--- config.mk ---
export PLATFORM = sky130hd
export DESIGN_NAME = binary_arithmetic_encoder_flat
export DESIGN_NICKNAME = d
export VERILOG_FILES = /design/src/sv/bae_pkg.sv /design/src/sv/bae_if.sv /design/src/sv/bae_ram.sv /design/src/sv/bae_muldiv.sv /design/src/sv/binary_arithmetic_encoder.sv /design/src/flat_wrapper.sv
export SDC_FILE = /design/constraint.sdc
export NUM_CORES = 1
export LEC_CHECK = 0
export BUFFER_PORTS_ARGS = -buffer_cell sky130_fd_sc_hd__buf_2
export CORE_MARGIN = 2
export CORE_UTILIZATION = 45
export CTS_CLUSTER_DIAMETER = 100
export CTS_CLUSTER_SIZE = 30
export DETAILED_ROUTE_END_ITERATION = 10
export HOLD_SLACK_MARGIN = 0.15
export MAX_ROUTING_LAYER = met4
export PLACE_DENSITY = 0.64
export SLEW_MARGIN = 30
export SYNTH_ARGS = -nofsm -noshare
export SYNTH_HDL_FRONTEND = slang
export SYNTH_SLANG_ARGS = --single-unit
--- constraint.sdc ---
create_clock -name clk -period 7.85 [get_ports clk]
set_input_delay 1.57 -clock clk [delete_from_list [all_inputs] [get_ports clk]]
set_output_delay 1.57 -clock clk [all_outputs]
set_load 0.005 [all_outputs]
--- src/sv/bae_pkg.sv ---
`default_nettype none
package bae_pkg;

  localparam int PRECISION_DEF   = 32;
  localparam int TOTAL_BITS_DEF  = 16;
  localparam int PENDING_MAX_DEF = 256;

  localparam int BEGIN_W = 16;
  localparam int FREQ_W  = 17;
  localparam int MAX_RES = 40;
  localparam int RES_W   = $clog2(MAX_RES + 1);
  localparam int ADDR_W  = $clog2(MAX_RES);
  localparam int BYTE_W  = 8;

  typedef struct packed {
    logic              start;
    logic [FREQ_W-1:0] f;
    logic [FREQ_W-1:0] t;
  } bae_ureq_t;

endpackage
`default_nettype wire

--- src/sv/bae_if.sv ---
`default_nettype none
interface bae_sym_if;
  logic        valid;
  logic        ready;
  logic [15:0] range_begin;
  logic [16:0] range_end;
  logic [16:0] freq_total;
  logic        final_symbol;

  modport source (output valid, range_begin, range_end, freq_total, final_symbol,
                  input ready);
  modport sink (input valid, range_begin, range_end, freq_total, final_symbol,
                output ready);
endinterface

interface bae_code_if;
  logic       valid;
  logic       ready;
  logic [7:0] out_byte;
  logic       last_of_run;
  logic       stream_end;
  logic       pending_overflow;

  modport source (output valid, out_byte, last_of_run, stream_end, pending_overflow,
                  input ready);
  modport sink (input valid, out_byte, last_of_run, stream_end, pending_overflow,
                output ready);
endinterface
`default_nettype wire

--- src/sv/bae_ram.sv ---
`default_nettype none
module bae_ram #(
  parameter int WIDTH = 8,
  parameter int DEPTH = 40
) (
  input  wire logic                     clk,
  input  wire logic                     we,
  input  wire logic [$clog2(DEPTH)-1:0] waddr,
  input  wire logic [WIDTH-1:0]         wdata,
  input  wire logic [$clog2(DEPTH)-1:0] raddr,
  output logic      [WIDTH-1:0]         rdata
);

  logic [WIDTH-1:0] mem [DEPTH];

  always_ff @(posedge clk) begin
    if (we) begin
      mem[waddr] <= wdata;
    end
    rdata <= mem[raddr];
  end

endmodule
`default_nettype wire

--- src/sv/bae_muldiv.sv ---
`default_nettype none
module bae_muldiv #(
  parameter int PRECISION = bae_pkg::PRECISION_DEF
) (
  input  wire logic                  clk,
  input  wire logic                  rst,
  input  wire bae_pkg::bae_ureq_t    req,
  input  wire logic [PRECISION:0]    w,
  output logic                       done,
  output logic      [PRECISION:0]    result
);
  import bae_pkg::*;

  // rnd(w * f / t) = floor((2 * w * f + t) / (2 * t))
  localparam int QW = PRECISION + 1;
  localparam int PW = PRECISION + 1 + FREQ_W;
  localparam int DW = FREQ_W + 2;
  localparam int CW = $clog2(QW + 1);

  localparam logic [1:0] U_IDLE = 2'd0;
  localparam logic [1:0] U_MUL  = 2'd1;
  localparam logic [1:0] U_ADD  = 2'd2;
  localparam logic [1:0] U_DIV  = 2'd3;

  logic [1:0]        state;
  logic [CW-1:0]     cnt;
  logic [PW-1:0]     acc;
  logic [PW-1:0]     mcand;
  logic [FREQ_W-1:0] mplier;
  logic [FREQ_W-1:0] tot;
  logic [DW-2:0]     rem;
  logic [QW-1:0]     nsh;
  logic [DW-1:0]     dvs;
  logic [DW-1:0]     trial;
  logic [PW+1:0]     num;

  assign dvs   = {1'b0, tot, 1'b0};
  assign trial = {rem, nsh[QW-1]};
  assign num   = {1'b0, acc, 1'b0} + (PW + 2)'(tot);

  always_ff @(posedge clk) begin
    if (rst) begin
      state <= U_IDLE;
      done  <= 1'b0;
    end else begin
      done <= 1'b0;
      case (state)
        U_IDLE: begin
          if (req.start) begin
            acc    <= '0;
            mcand  <= PW'(w);
            mplier <= req.f;
            tot    <= req.t;
            cnt    <= CW'(FREQ_W);
            state  <= U_MUL;
          end
        end
        U_MUL: begin
          if (mplier[0]) begin
            acc <= acc + mcand;
          end
          mcand  <= mcand << 1;
          mplier <= mplier >> 1;
          cnt    <= cnt - 1'b1;
          if (cnt == CW'(1)) begin
            state <= U_ADD;
          end
        end
        U_ADD: begin
          rem   <= num[PW:QW];
          nsh   <= num[QW-1:0];
          cnt   <= CW'(QW);
          state <= U_DIV;
        end
        U_DIV: begin
          if (trial >= dvs) begin
            rem <= (DW - 1)'(trial - dvs);
            nsh <= {nsh[QW-2:0], 1'b1};
          end else begin
            rem <= trial[DW-2:0];
            nsh <= {nsh[QW-2:0], 1'b0};
          end
          cnt <= cnt - 1'b1;
          if (cnt == CW'(1)) begin
            done  <= 1'b1;
            state <= U_IDLE;
          end
        end
        default: state <= U_IDLE;
      endcase
    end
  end

  assign result = nsh;

endmodule
`default_nettype wire

--- src/sv/binary_arithmetic_encoder.sv ---
`default_nettype none
// the two scaled products are formed one after the other on the shared
// multiply/divide unit, followed by the rescaling steps and the emitted bits
// one symbol at a time: no new symbol is taken until its code bytes are delivered
// bytes of one symbol are collected in a 40-entry buffer before the first transfer
// reset (synchronous, rst high) restores the full interval and an empty bit packer
module binary_arithmetic_encoder #(
  parameter int PRECISION   = bae_pkg::PRECISION_DEF,
  parameter int TOTAL_BITS  = bae_pkg::TOTAL_BITS_DEF,
  parameter int PENDING_MAX = bae_pkg::PENDING_MAX_DEF
) (
  input wire logic    clk,
  input wire logic    rst,
  bae_sym_if.sink     sym,
  bae_code_if.source  code
);
  import bae_pkg::*;

  localparam int PCW = $clog2(PENDING_MAX + 1);
  localparam logic [PRECISION:0] ONE     = 1;
  localparam logic [PRECISION:0] WHOLE   = ONE << PRECISION;
  localparam logic [PRECISION:0] HALF    = ONE << (PRECISION - 1);
  localparam logic [PRECISION:0] QUARTER = ONE << (PRECISION - 2);
  localparam logic [PRECISION:0] THREE_Q = HALF + QUARTER;
  localparam logic [31:0] TOT_LIM = 32'd1 << TOTAL_BITS;

  localparam logic [3:0] S_IDLE    = 4'd0;
  localparam logic [3:0] S_START_E = 4'd1;
  localparam logic [3:0] S_WAIT_E  = 4'd2;
  localparam logic [3:0] S_START_B = 4'd3;
  localparam logic [3:0] S_WAIT_B  = 4'd4;
  localparam logic [3:0] S_SCALE   = 4'd5;
  localparam logic [3:0] S_EMIT    = 4'd6;
  localparam logic [3:0] S_PAD     = 4'd7;
  localparam logic [3:0] S_OUT_RD  = 4'd8;
  localparam logic [3:0] S_OUT_LD  = 4'd9;
  localparam logic [3:0] S_OUT_HLD = 4'd10;

  logic [3:0]         state;
  logic [PRECISION:0] low;
  logic [PRECISION:0] high;
  logic [PCW-1:0]     pend;
  logic [BYTE_W-1:0]  acc;
  logic [2:0]         fill;
  logic [RES_W-1:0]   nres;
  logic [RES_W-1:0]   rd_idx;
  logic               oflow;
  logic               fin;
  logic               flushing;
  logic               emit_first;
  logic               bitv;
  logic [BEGIN_W-1:0] bg;
  logic [FREQ_W-1:0]  en;
  logic [FREQ_W-1:0]  tot;
  logic [PRECISION:0] nb;
  logic [PRECISION:0] na;
  logic [PRECISION:0] w;

  logic [FREQ_W-1:0]  t_in;
  logic [FREQ_W-1:0]  t_clamp;
  logic [FREQ_W-1:0]  en_clamp;
  bae_ureq_t          ureq;
  logic               udone;
  logic [PRECISION:0] ures;
  logic               emit_en;
  logic               emit_val;
  logic [BYTE_W-1:0]  acc_new;
  logic               ram_we;
  logic [BYTE_W-1:0]  ram_wdata;
  logic [BYTE_W-1:0]  ram_rdata;
  logic               accept;

  assign accept = sym.valid && sym.ready;
  assign sym.ready = (state == S_IDLE);

  always_comb begin
    t_in = (sym.freq_total == '0) ? FREQ_W'(1) : sym.freq_total;
    if (32'(t_in) > TOT_LIM) begin
      t_clamp = FREQ_W'(TOT_LIM);
    end else begin
      t_clamp = t_in;
    end
    en_clamp = (sym.range_end > t_clamp) ? t_clamp : sym.range_end;
  end

  assign w = high - low;
  assign ureq.start = (state == S_START_E) || (state == S_START_B);
  assign ureq.f     = (state == S_START_E) ? en : FREQ_W'(bg);
  assign ureq.t     = tot;
  assign na         = low + ures;

  bae_muldiv #(.PRECISION(PRECISION)) u_muldiv (
    .clk    (clk),
    .rst    (rst),
    .req    (ureq),
    .w      (w),
    .done   (udone),
    .result (ures)
  );

  assign emit_en  = (state == S_EMIT);
  assign emit_val = emit_first ? bitv : !bitv;
  assign acc_new  = acc | (BYTE_W'(emit_val) << fill);
  assign ram_we   = (nres < RES_W'(MAX_RES)) &&
                    ((emit_en && fill == 3'd7) || (state == S_PAD && fill != 3'd0));
  assign ram_wdata = emit_en ? acc_new : acc;

  bae_ram #(.WIDTH(BYTE_W), .DEPTH(MAX_RES)) u_buf (
    .clk   (clk),
    .we    (ram_we),
    .waddr (nres[ADDR_W-1:0]),
    .wdata (ram_wdata),
    .raddr (rd_idx[ADDR_W-1:0]),
    .rdata (ram_rdata)
  );

  always_ff @(posedge clk) begin
    if (rst) begin
      state      <= S_IDLE;
      low        <= '0;
      high       <= WHOLE;
      pend       <= '0;
      acc        <= '0;
      fill       <= '0;
      nres       <= '0;
      rd_idx     <= '0;
      oflow      <= 1'b0;
      fin        <= 1'b0;
      flushing   <= 1'b0;
      emit_first <= 1'b0;
      code.valid <= 1'b0;
    end else begin
      if (ram_we) begin
        nres <= nres + 1'b1;
      end
      if (emit_en) begin
        if (fill == 3'd7) begin
          acc  <= '0;
          fill <= '0;
        end else begin
          acc  <= acc_new;
          fill <= fill + 1'b1;
        end
      end
      case (state)
        S_IDLE: begin
          if (accept) begin
            bg       <= sym.range_begin;
            en       <= en_clamp;
            tot      <= t_clamp;
            fin      <= sym.final_symbol;
            nres     <= '0;
            rd_idx   <= '0;
            oflow    <= 1'b0;
            flushing <= 1'b0;
            state    <= (FREQ_W'(sym.range_begin) < en_clamp) ? S_START_E : S_SCALE;
          end
        end
        S_START_E: state <= S_WAIT_E;
        S_WAIT_E: begin
          if (udone) begin
            nb    <= na;
            state <= S_START_B;
          end
        end
        S_START_B: state <= S_WAIT_B;
        S_WAIT_B: begin
          if (udone) begin
            if (na < nb) begin
              low  <= na;
              high <= nb;
            end
            state <= S_SCALE;
          end
        end
        S_SCALE: begin
          if (high < HALF) begin
            low        <= low << 1;
            high       <= high << 1;
            bitv       <= 1'b0;
            emit_first <= 1'b1;
            state      <= S_EMIT;
          end else if (low > HALF) begin
            low        <= (low - HALF) << 1;
            high       <= (high - HALF) << 1;
            bitv       <= 1'b1;
            emit_first <= 1'b1;
            state      <= S_EMIT;
          end else if (low > QUARTER && high < THREE_Q) begin
            if (pend >= PCW'(PENDING_MAX)) begin
              oflow <= 1'b1;
            end else begin
              pend <= pend + 1'b1;
            end
            low  <= (low - QUARTER) << 1;
            high <= (high - QUARTER) << 1;
          end else if (fin) begin
            if (pend >= PCW'(PENDING_MAX)) begin
              oflow <= 1'b1;
            end else begin
              pend <= pend + 1'b1;
            end
            bitv       <= (low > QUARTER);
            emit_first <= 1'b1;
            flushing   <= 1'b1;
            state      <= S_EMIT;
          end else begin
            state <= S_OUT_RD;
          end
        end
        S_EMIT: begin
          emit_first <= 1'b0;
          if (emit_first ? (pend == '0) : (pend == PCW'(1))) begin
            state <= flushing ? S_PAD : S_SCALE;
          end
          if (!emit_first) begin
            pend <= pend - 1'b1;
          end
        end
        S_PAD: begin
          low   <= '0;
          high  <= WHOLE;
          pend  <= '0;
          acc   <= '0;
          fill  <= '0;
          state <= S_OUT_RD;
        end
        S_OUT_RD: begin
          state <= (nres == '0) ? S_IDLE : S_OUT_LD;
        end
        S_OUT_LD: begin
          code.valid            <= 1'b1;
          code.out_byte         <= ram_rdata;
          code.last_of_run      <= (rd_idx == nres - 1'b1);
          code.stream_end       <= fin && (rd_idx == nres - 1'b1);
          code.pending_overflow <= oflow;
          state                 <= S_OUT_HLD;
        end
        S_OUT_HLD: begin
          if (code.ready) begin
            code.valid <= 1'b0;
            rd_idx     <= rd_idx + 1'b1;
            state      <= (rd_idx == nres - 1'b1) ? S_IDLE : S_OUT_RD;
          end
        end
        default: state <= S_IDLE;
      endcase
    end
  end

  a_valid_hold: assert property (@(posedge clk) disable iff (rst)
    code.valid |-> state == S_OUT_HLD)
    else $error("result shown outside hold state");
  a_res_limit: assert property (@(posedge clk) disable iff (rst)
    nres <= RES_W'(MAX_RES))
    else $error("byte buffer count beyond limit");
  a_pend_limit: assert property (@(posedge clk) disable iff (rst)
    pend <= PCW'(PENDING_MAX))
    else $error("pending count beyond saturation");
  a_no_accept_busy: assert property (@(posedge clk) disable iff (rst)
    accept |=> state != S_IDLE)
    else $error("symbol transfer did not start work");

endmodule
`default_nettype wire

--- src/flat_wrapper.sv ---
// flat-port wrapper written by rule: the top's interface ports become plain ports
module binary_arithmetic_encoder_flat import bae_pkg::*;
#(
  parameter int PRECISION   = bae_pkg::PRECISION_DEF,
  parameter int TOTAL_BITS  = bae_pkg::TOTAL_BITS_DEF,
  parameter int PENDING_MAX = bae_pkg::PENDING_MAX_DEF
)
  (clk, rst, sym_valid, sym_range_begin, sym_range_end, sym_freq_total, sym_final_symbol, sym_ready, code_valid, code_out_byte, code_last_of_run, code_stream_end, code_pending_overflow, code_ready);
  bae_sym_if sym_i ();
  bae_code_if code_i ();
  input wire logic clk;
  input wire logic rst;
  input wire logic [$bits(sym_i.valid)-1:0] sym_valid;
  input wire logic [$bits(sym_i.range_begin)-1:0] sym_range_begin;
  input wire logic [$bits(sym_i.range_end)-1:0] sym_range_end;
  input wire logic [$bits(sym_i.freq_total)-1:0] sym_freq_total;
  input wire logic [$bits(sym_i.final_symbol)-1:0] sym_final_symbol;
  output wire logic [$bits(sym_i.ready)-1:0] sym_ready;
  output wire logic [$bits(code_i.valid)-1:0] code_valid;
  output wire logic [$bits(code_i.out_byte)-1:0] code_out_byte;
  output wire logic [$bits(code_i.last_of_run)-1:0] code_last_of_run;
  output wire logic [$bits(code_i.stream_end)-1:0] code_stream_end;
  output wire logic [$bits(code_i.pending_overflow)-1:0] code_pending_overflow;
  input wire logic [$bits(code_i.ready)-1:0] code_ready;
  assign sym_i.valid = sym_valid;
  assign sym_i.range_begin = sym_range_begin;
  assign sym_i.range_end = sym_range_end;
  assign sym_i.freq_total = sym_freq_total;
  assign sym_i.final_symbol = sym_final_symbol;
  assign sym_ready = sym_i.ready;
  assign code_valid = code_i.valid;
  assign code_out_byte = code_i.out_byte;
  assign code_last_of_run = code_i.last_of_run;
  assign code_stream_end = code_i.stream_end;
  assign code_pending_overflow = code_i.pending_overflow;
  assign code_i.ready = code_ready;
  binary_arithmetic_encoder #(.PRECISION(PRECISION), .TOTAL_BITS(TOTAL_BITS), .PENDING_MAX(PENDING_MAX)) u_core (.clk(clk), .rst(rst), .sym(sym_i), .code(code_i));
endmodule
* After elaboration in Yosys (flattened, before gate mapping)
Memory sizes are Yosys's and may differ from the RTL's. A register that Yosys moved wholly into a read port is not among the register bits.
Index checks and enable logic that the tools add are counted.
** Storage, ports and cells
- Output and inout port bits :: 13
- Memories :: 1
- Memory bits (writable) :: 320
- Input port bits :: 55
- Flip-flop bits (word level) :: 396
** Operators by class
- Eq/ne operators :: 37
- Reduce and logical (&&, ||, !) cells :: 46
- $lt $le $gt $ge :: 11
- Shift operators :: 1
- Bitwise operators :: 3
- Add/subtract/negate cells :: 16
- Multiplexer cells :: 88
** Memory list
- u_core.u_buf.mem :: depth 40, bits a word 8, read ports 1, clocked after memory_dff 1, wr ports 1, line bae_ram.sv:14 : logic [WIDTH-1:0] mem [DEPTH];
** Operators with widths (number)
- $mux 33 :: 10
- $pmux 50 s2 :: 2
- $pmux 33 s3 :: 2
- $mux 50 :: 3
- $mux 17 :: 5
- $lt 33x32->1 const B :: 2
- $pmux 33 s2 :: 1
- $sub 32x31->32 const B :: 2
- $sub 32x32->32 const B :: 2
- $mux 9 :: 6
- $add 51x17->51 :: 1
- $add 50x50->50 :: 1
- $mux 4 :: 11
- $pmux 4 s11 :: 1
- $mux 6 :: 6
- $pmux 18 s2 :: 1
- $pmux 17 s2 :: 1
- $add 33x33->33 :: 1
- $gt 33x31->1 const B :: 1
- $gt 33x32->1 const B :: 1
- $lt 33x33->1 :: 1
- $sub 33x33->33 :: 1
- $pmux 9 s3 :: 1
- $ne 2x2->1 const B :: 13
- 54 further kinds :: 126

* Longest topological paths before layout
- Word-level depth :: 10
- Depth in mapped cells :: 26
- Depth with buffers taken out :: 23

* Modules after synthesis
A second synthesis with hierarchy kept.
** Second synthesis, totals
- Cell total of the unflattened synthesis :: 3558
- Area, all modules :: 40002.1 µm²
** By module, submodules not included
- binary_arithmetic_encoder :: seq. area each 4994.8 µm², instances 1, area each 14112.3 µm², cells each 1613
- bae_ram :: seq. area each 9769.4 µm², instances 1, area each 12990.0 µm², cells each 696
- bae_muldiv :: seq. area each 5795.6 µm², instances 1, area each 12899.9 µm², cells each 1249

* Least setup slack after synthesis
No wires, ideal clock.
- Kind :: input to register
- Start point :: input port sym_freq_total[5]
- End point :: register u_core.state[2]
- Slack :: 1.649 ns
- Data arrival time :: 6.057 ns
- Stages on the path :: 25
- Library setup time :: 0.144 ns
- Path through :: nor4_1 -> nand4_1 -> o21ai_0 -> clkbuf_1 -> nand2_1 -> ha_1 -> a21o_1 -> a21o_1 -> a211oi_1 -> o21ai_0 -> a21oi_1 -> a31o_2 -> clkbuf_1 -> buf_1 -> nand2_1 -> o21a_1 -> ha_1 -> a21o_1 -> a2111oi_0 -> o21ai_0 -> a211o_1 -> a21oi_1 -> a21oi_1 -> nand4_1 -> a311oi_1
** Between the ends
- Word-level cells in the longest chain between the ends :: 10
** Ends and longest elaborated chain
- start, declared :: line flat_wrapper.sv:16 : input wire logic [$bits(sym_i.freq_total)-1:0] sym_freq_total;
- $logic_not 17->1 :: line binary_arithmetic_encoder.sv:77 : t_in = (sym.freq_total == '0) ? FREQ_W'(1) : sym.freq_total;
- $mux 17 (*) :: line binary_arithmetic_encoder.sv:77
- $gt 17x17->1 :: line binary_arithmetic_encoder.sv:78 : if (32'(t_in) > TOT_LIM) begin
- $mux 17 (*) :: line binary_arithmetic_encoder.sv:78
- $gt 17x17->1 :: line binary_arithmetic_encoder.sv:83 : en_clamp = (sym.range_end > t_clamp) ? t_clamp : sym.range_end;
- $mux 17 (*) :: line binary_arithmetic_encoder.sv:83
- $lt 16x17->1 (*) :: line binary_arithmetic_encoder.sv:156 : state <= (FREQ_W'(sym.range_begin) < en_clamp) ? S_START_E : S_SCALE;
- $mux 3 (*) :: line binary_arithmetic_encoder.sv:156
- $mux 4 (*) :: line binary_arithmetic_encoder.sv:147 : if (accept) begin
- $pmux 4 s11 (*) :: line binary_arithmetic_encoder.sv:145 : case (state)
- end signal, assigned :: line binary_arithmetic_encoder.sv:156
- end signal, assigned :: line binary_arithmetic_encoder.sv:214 : state <= flushing ? S_PAD : S_SCALE;
- end signal, assigned :: line binary_arithmetic_encoder.sv:229 : state <= (nres == '0) ? S_IDLE : S_OUT_LD;
- end, declared :: line binary_arithmetic_encoder.sv:39 : logic [3:0] state;
Every way passes the cells marked *; elsewhere a longest branch is shown, timed or not. The select of a mux whose other input is x is not followed.
A chain may end at the register's enable or synchronous reset.

* Final worst setup path
- Start point :: register u_core.u_muldiv.nsh[0] (netlist: u_core.u_muldiv.result[0])
- End point :: register u_core.low[8]
** Between the ends
- Word-level cells in the longest chain between the ends :: 4
- Elaborated cells on any way between the ends :: 7
** Ends and longest elaborated chain
- start, declared :: line bae_muldiv.sv:32 : logic [QW-1:0] nsh;
- start signal, assigned :: line bae_muldiv.sv:71 : nsh <= num[QW-1:0];
- start signal, assigned :: line bae_muldiv.sv:78 : nsh <= {nsh[QW-2:0], 1'b1};
- start signal, assigned :: line bae_muldiv.sv:81 : nsh <= {nsh[QW-2:0], 1'b0};
- $add 33x33->33 :: line binary_arithmetic_encoder.sv:90 : assign na = low + ures;
- named net u_core.na[26] :: line binary_arithmetic_encoder.sv:56 : logic [PRECISION:0] na;
- $lt 33x33->1 :: line binary_arithmetic_encoder.sv:169 : if (na < nb) begin
- $ne 2x1->1 (no line)
- $reduce_and 4->1 (no line)
- end signal, assigned :: line binary_arithmetic_encoder.sv:170 : low <= na;
- end signal, assigned :: line binary_arithmetic_encoder.sv:178 : low <= low << 1;
- end signal, assigned :: line binary_arithmetic_encoder.sv:184 : low <= (low - HALF) << 1;
- end, declared :: line binary_arithmetic_encoder.sv:40 : logic [PRECISION:0] low;
The timed path passes the listed nets, and every way through them passes these cells. The select of a mux whose other input is x is not followed.

==> impl_metrics.ini <==
[status]
status = finished, final reports clean

[yosys]
synthFlopType = edfxtp_1
synth_cells = 3313
async_flop_share_pct = 0
syn_area_per_cell_um2 = 11.68
synth-seq-cells = 724
synth_edf_count = 606
synth.distinct_cells = 89
ys_warn_count = 0
ys_seq_area_share_pct = 53.14
syn-num-nets = 3602
synth_area_um2 = 38690

[grt]
track_usage_pct = 20.69
grt-ovfl-total = 0
antenna_found_initial = 2
grt_pass1_vias = 24440
grt_pass1_wl_um = 141200
grt_max_degree = 96

[drt]
drt-pass1-iter-count = 6
wl_um = 90080
vias_per_cell = 5.725
initialDrtViolationCount = 2335
ant_nets = 0
vias = 25590
drcViolationCount = 0
wire_per_inst_um = 20.15

[timing]
finalSetupViolations = 0
tns_ns = 0
rsz0062_at_grt = no
worst_slew_pin_slew_ns = 0.9800
slew_viol_final = 0
layout_min_cycle_time_ns = 5.917
report.final.hold_viol_count = 0
slew_headroom_pct = 34.43
period_share_pct = 75.37
setup_ws_ns = 1.933
skew_ns = 0.04064
clock.fmax_mhz = 169.0

[cells_and_area]
drive_gt1_share_pct = 9.260
antennaDiodeCount = 0
layout_common_cells = 606 x edfxtp_1, 243 x nor2_1, 227 x ha_1
final_cell_area_um2 = 41440
nNetsFinal = 3588
syn_to_final_growth_pct = 7.098
layout_commonest_cell = edfxtp_1

[power_and_ir_drop]
p_seq_share_pct = 40.9
power.internal_mw = 7.937
p_per_area_nw_per_um2 = 310.9
p_leak_nw = 14.52
netSwitchingFraction_pct = 38.39
netSwitchingPower_mw = 4.946
combPwrFrac_pct = 41.7
peakVddDrop_v = 0.0001757
clkPwrFrac_pct = 17.4

[placement]
gp_congestion = 0.8887
place_area_um2 = 40230
pre_cts_ws_ns = 1.510
io_buffers = 67
hpwlAfterDp_um = 63600

[clocking]
cts_root_buf = clkbuf_16
cts_resized = 0
ctsHoldBuffers = 0
clk_latency_ns = 0.63
cts_tree = done
cts_buffers = 35
cts_setup_buffers = 0
clkTransAtPathRegs_ns = 0.11
clock_sinks = 724
cts_htree_levels = 2
clk_path_buf_depth = 3

[critical_path]
arrival_ns = 6.38
r2r_setup_slack_ns = 1.93
cp-end-kind = register
reg2reg_depth = 20
path_cells = ha_1 > fa_1 > a211oi_1 > o211ai_1 > a221oi_1 > buf_4 > nor3_1 > nor3b_1 > o21ai_0 > xor2_1 > ha_1 > a21o_1 > a21o_1 > a21oi_1 > o221ai_1 > nor2_1 > o21ai_4 > buf_12 > a211oi_1 > a211oi_1
crit_slowest_cell = nor3b_1
crit_path_start_kind = register
cp_max_fo = 73
timing.rr.start = u_core.u_muldiv.result[0]
crit_type = reg2reg
worstReg2RegEnd = u_core.low[8]
worstPathRequired_ns = 8.31
slowest_delay_ns = 0.61
crit_top_cell = a211oi_1

[die]
die_y_um = 297.2
die_w_um = 297.2
design.die.area_um2 = 88340
ios = 68
core_area_um2 = 85150
start_util_pct = 45.44
rows = 107

[flow_run]
maxCapViolations = 0

[hold_path]
hold_end = u_core.code.out_byte[4]
hold_path.class = reg2reg
hold_start = u_core.u_buf.rdata[4]
hold_depth = 0
==> cells in the mapped netlist, drive strengths merged, types with 34 or more instances <==
cell    instances  area, um2
o21a           35      262.8
nor2b          77      481.7
a211oi        115      863.3
o21ai         181      920.9
mux4           96       2162
nand2         227      852.1
xor2           88      770.7
nor3b          50      375.4
inv           166      623.1
dfxtp         118       2362
nand2b         34      212.7
nor2          249      934.7
ha            229       2865
nor3           84      425.4
a21oi         167      839.6
mux2i          40      400.4
edfxtp        606      18200
clkbuf        118      452.9
nand3          66      330.3
xnor2          82      718.2
a21o           93      701.9
==> cell families (layout without fill, tap and decap cells) <==
family                     count (synthesis)  in the layout  synth area share [%]
AOI/OAI and AO/OA                        772            772                 13.14
xor gates and xnor gates                 170            170                 3.848
adders and majority gates                234            234                 7.664
buffers and inverters                    317            330                 3.166
DFF                                      724            724                 53.14
muxes                                    146            146                 6.914
and+or+nand+nor                          950            950                 12.13
==> worst max-delay path by stage <==
stage / from / to / slack [ns] / depth (start not counted)
4_1_cts: u_core.u_muldiv.result[0] / u_core.low[7] / 1.67 / 20
3_5_place_dp: sym_freq_total[5] / u_core.state[2] / 1.51 / 24
2_1_floorplan: sym_freq_total[5] / u_core.state[2] / 1.65 / 25
3_3_place_gp: sym_freq_total[1] / u_core.state[2] / 1.47 / 24
5_1_grt: u_core.u_muldiv.result[0] / u_core.low[1] / 1.50 / 21
6_report: u_core.u_muldiv.result[0] / u_core.low[8] / 1.93 / 20
==> power groups by stage <==
stage / Clock (mW) / Sequential (mW) / Combinational (mW)
6_report: 2.25 / 5.27 / 5.37
4_1_cts: 2.30 / 5.26 / 5.34
5_1_grt: 2.43 / 5.32 / 5.98
3_5_place_dp: 0 / 5.35 / 5.29
2_1_floorplan: 0 / 5.18 / 4.07
3_3_place_gp: 0 / 5.34 / 5.26
==> state kept, by name (all words and copies together), names as in the netlist, 9 cells and up <==
signal / flops
u_core.bg: 16
u_core.en: 17
u_core.high: 33
u_core.low: 33
u_core.nb: 33
u_core.pend: 9
u_core.tot: 17
u_core.u_buf.mem: 320
u_core.u_muldiv.acc: 50
u_core.u_muldiv.mcand: 50
u_core.u_muldiv.mplier: 17
u_core.u_muldiv.rem: 18
u_core.u_muldiv.result: 33
u_core.u_muldiv.tot: 17
==> through the flow <==
step / instances / hold WS [ns] / util, % / power [mW]
floorplan: 3313 / 0.3855 / - / 9.254
global placement: 4404 / 0.3884 / 47.21 / 10.60
detailed placement: 4405 / 0.3887 / 47.24 / 10.64
CTS: 4469 / 0.4142 / 48.62 / 12.90
global route: 4470 / 0.4172 / 48.67 / 13.73
finish: 4470 / 0.4140 / 48.67 / 12.88
==> area by class of cell <==
| type | instances | area, um2 |
|---|---|---|
| fillers | 7681 | 43710 |
| flip-flops and latches | 724 | 20570 |
| multi-input cells | 2272 | 16990 |
| well taps | 1144 | 1431 |
| clock buffers | 46 | 917.1 |
| repair buffers | 100 | 645.6 |
| inverters | 166 | 623.1 |
| clock inverters | 18 | 255.2 |
==> layer usage <==
metal  global-route usage [%]  routed length [um]  vias up
met2                    32.08               41030      514
met4                    3.487                1178        0
met3                    1.694                3759       66
met1                    30.27               44110    12590
met5                        -                   0        -
li1                         -                   -    12420
==> critical path, delay by kind of cell (launching register included) <==
family,cells,cell delay [ns]
flops,1,0.41
simple gates,3,1.15
buf+inv,2,0.44
fa+ha+maj,3,0.98
xor+xnor,1,0.27
compound gates,11,2.45
No activity file was read; power rests on OpenSTA's default activity.
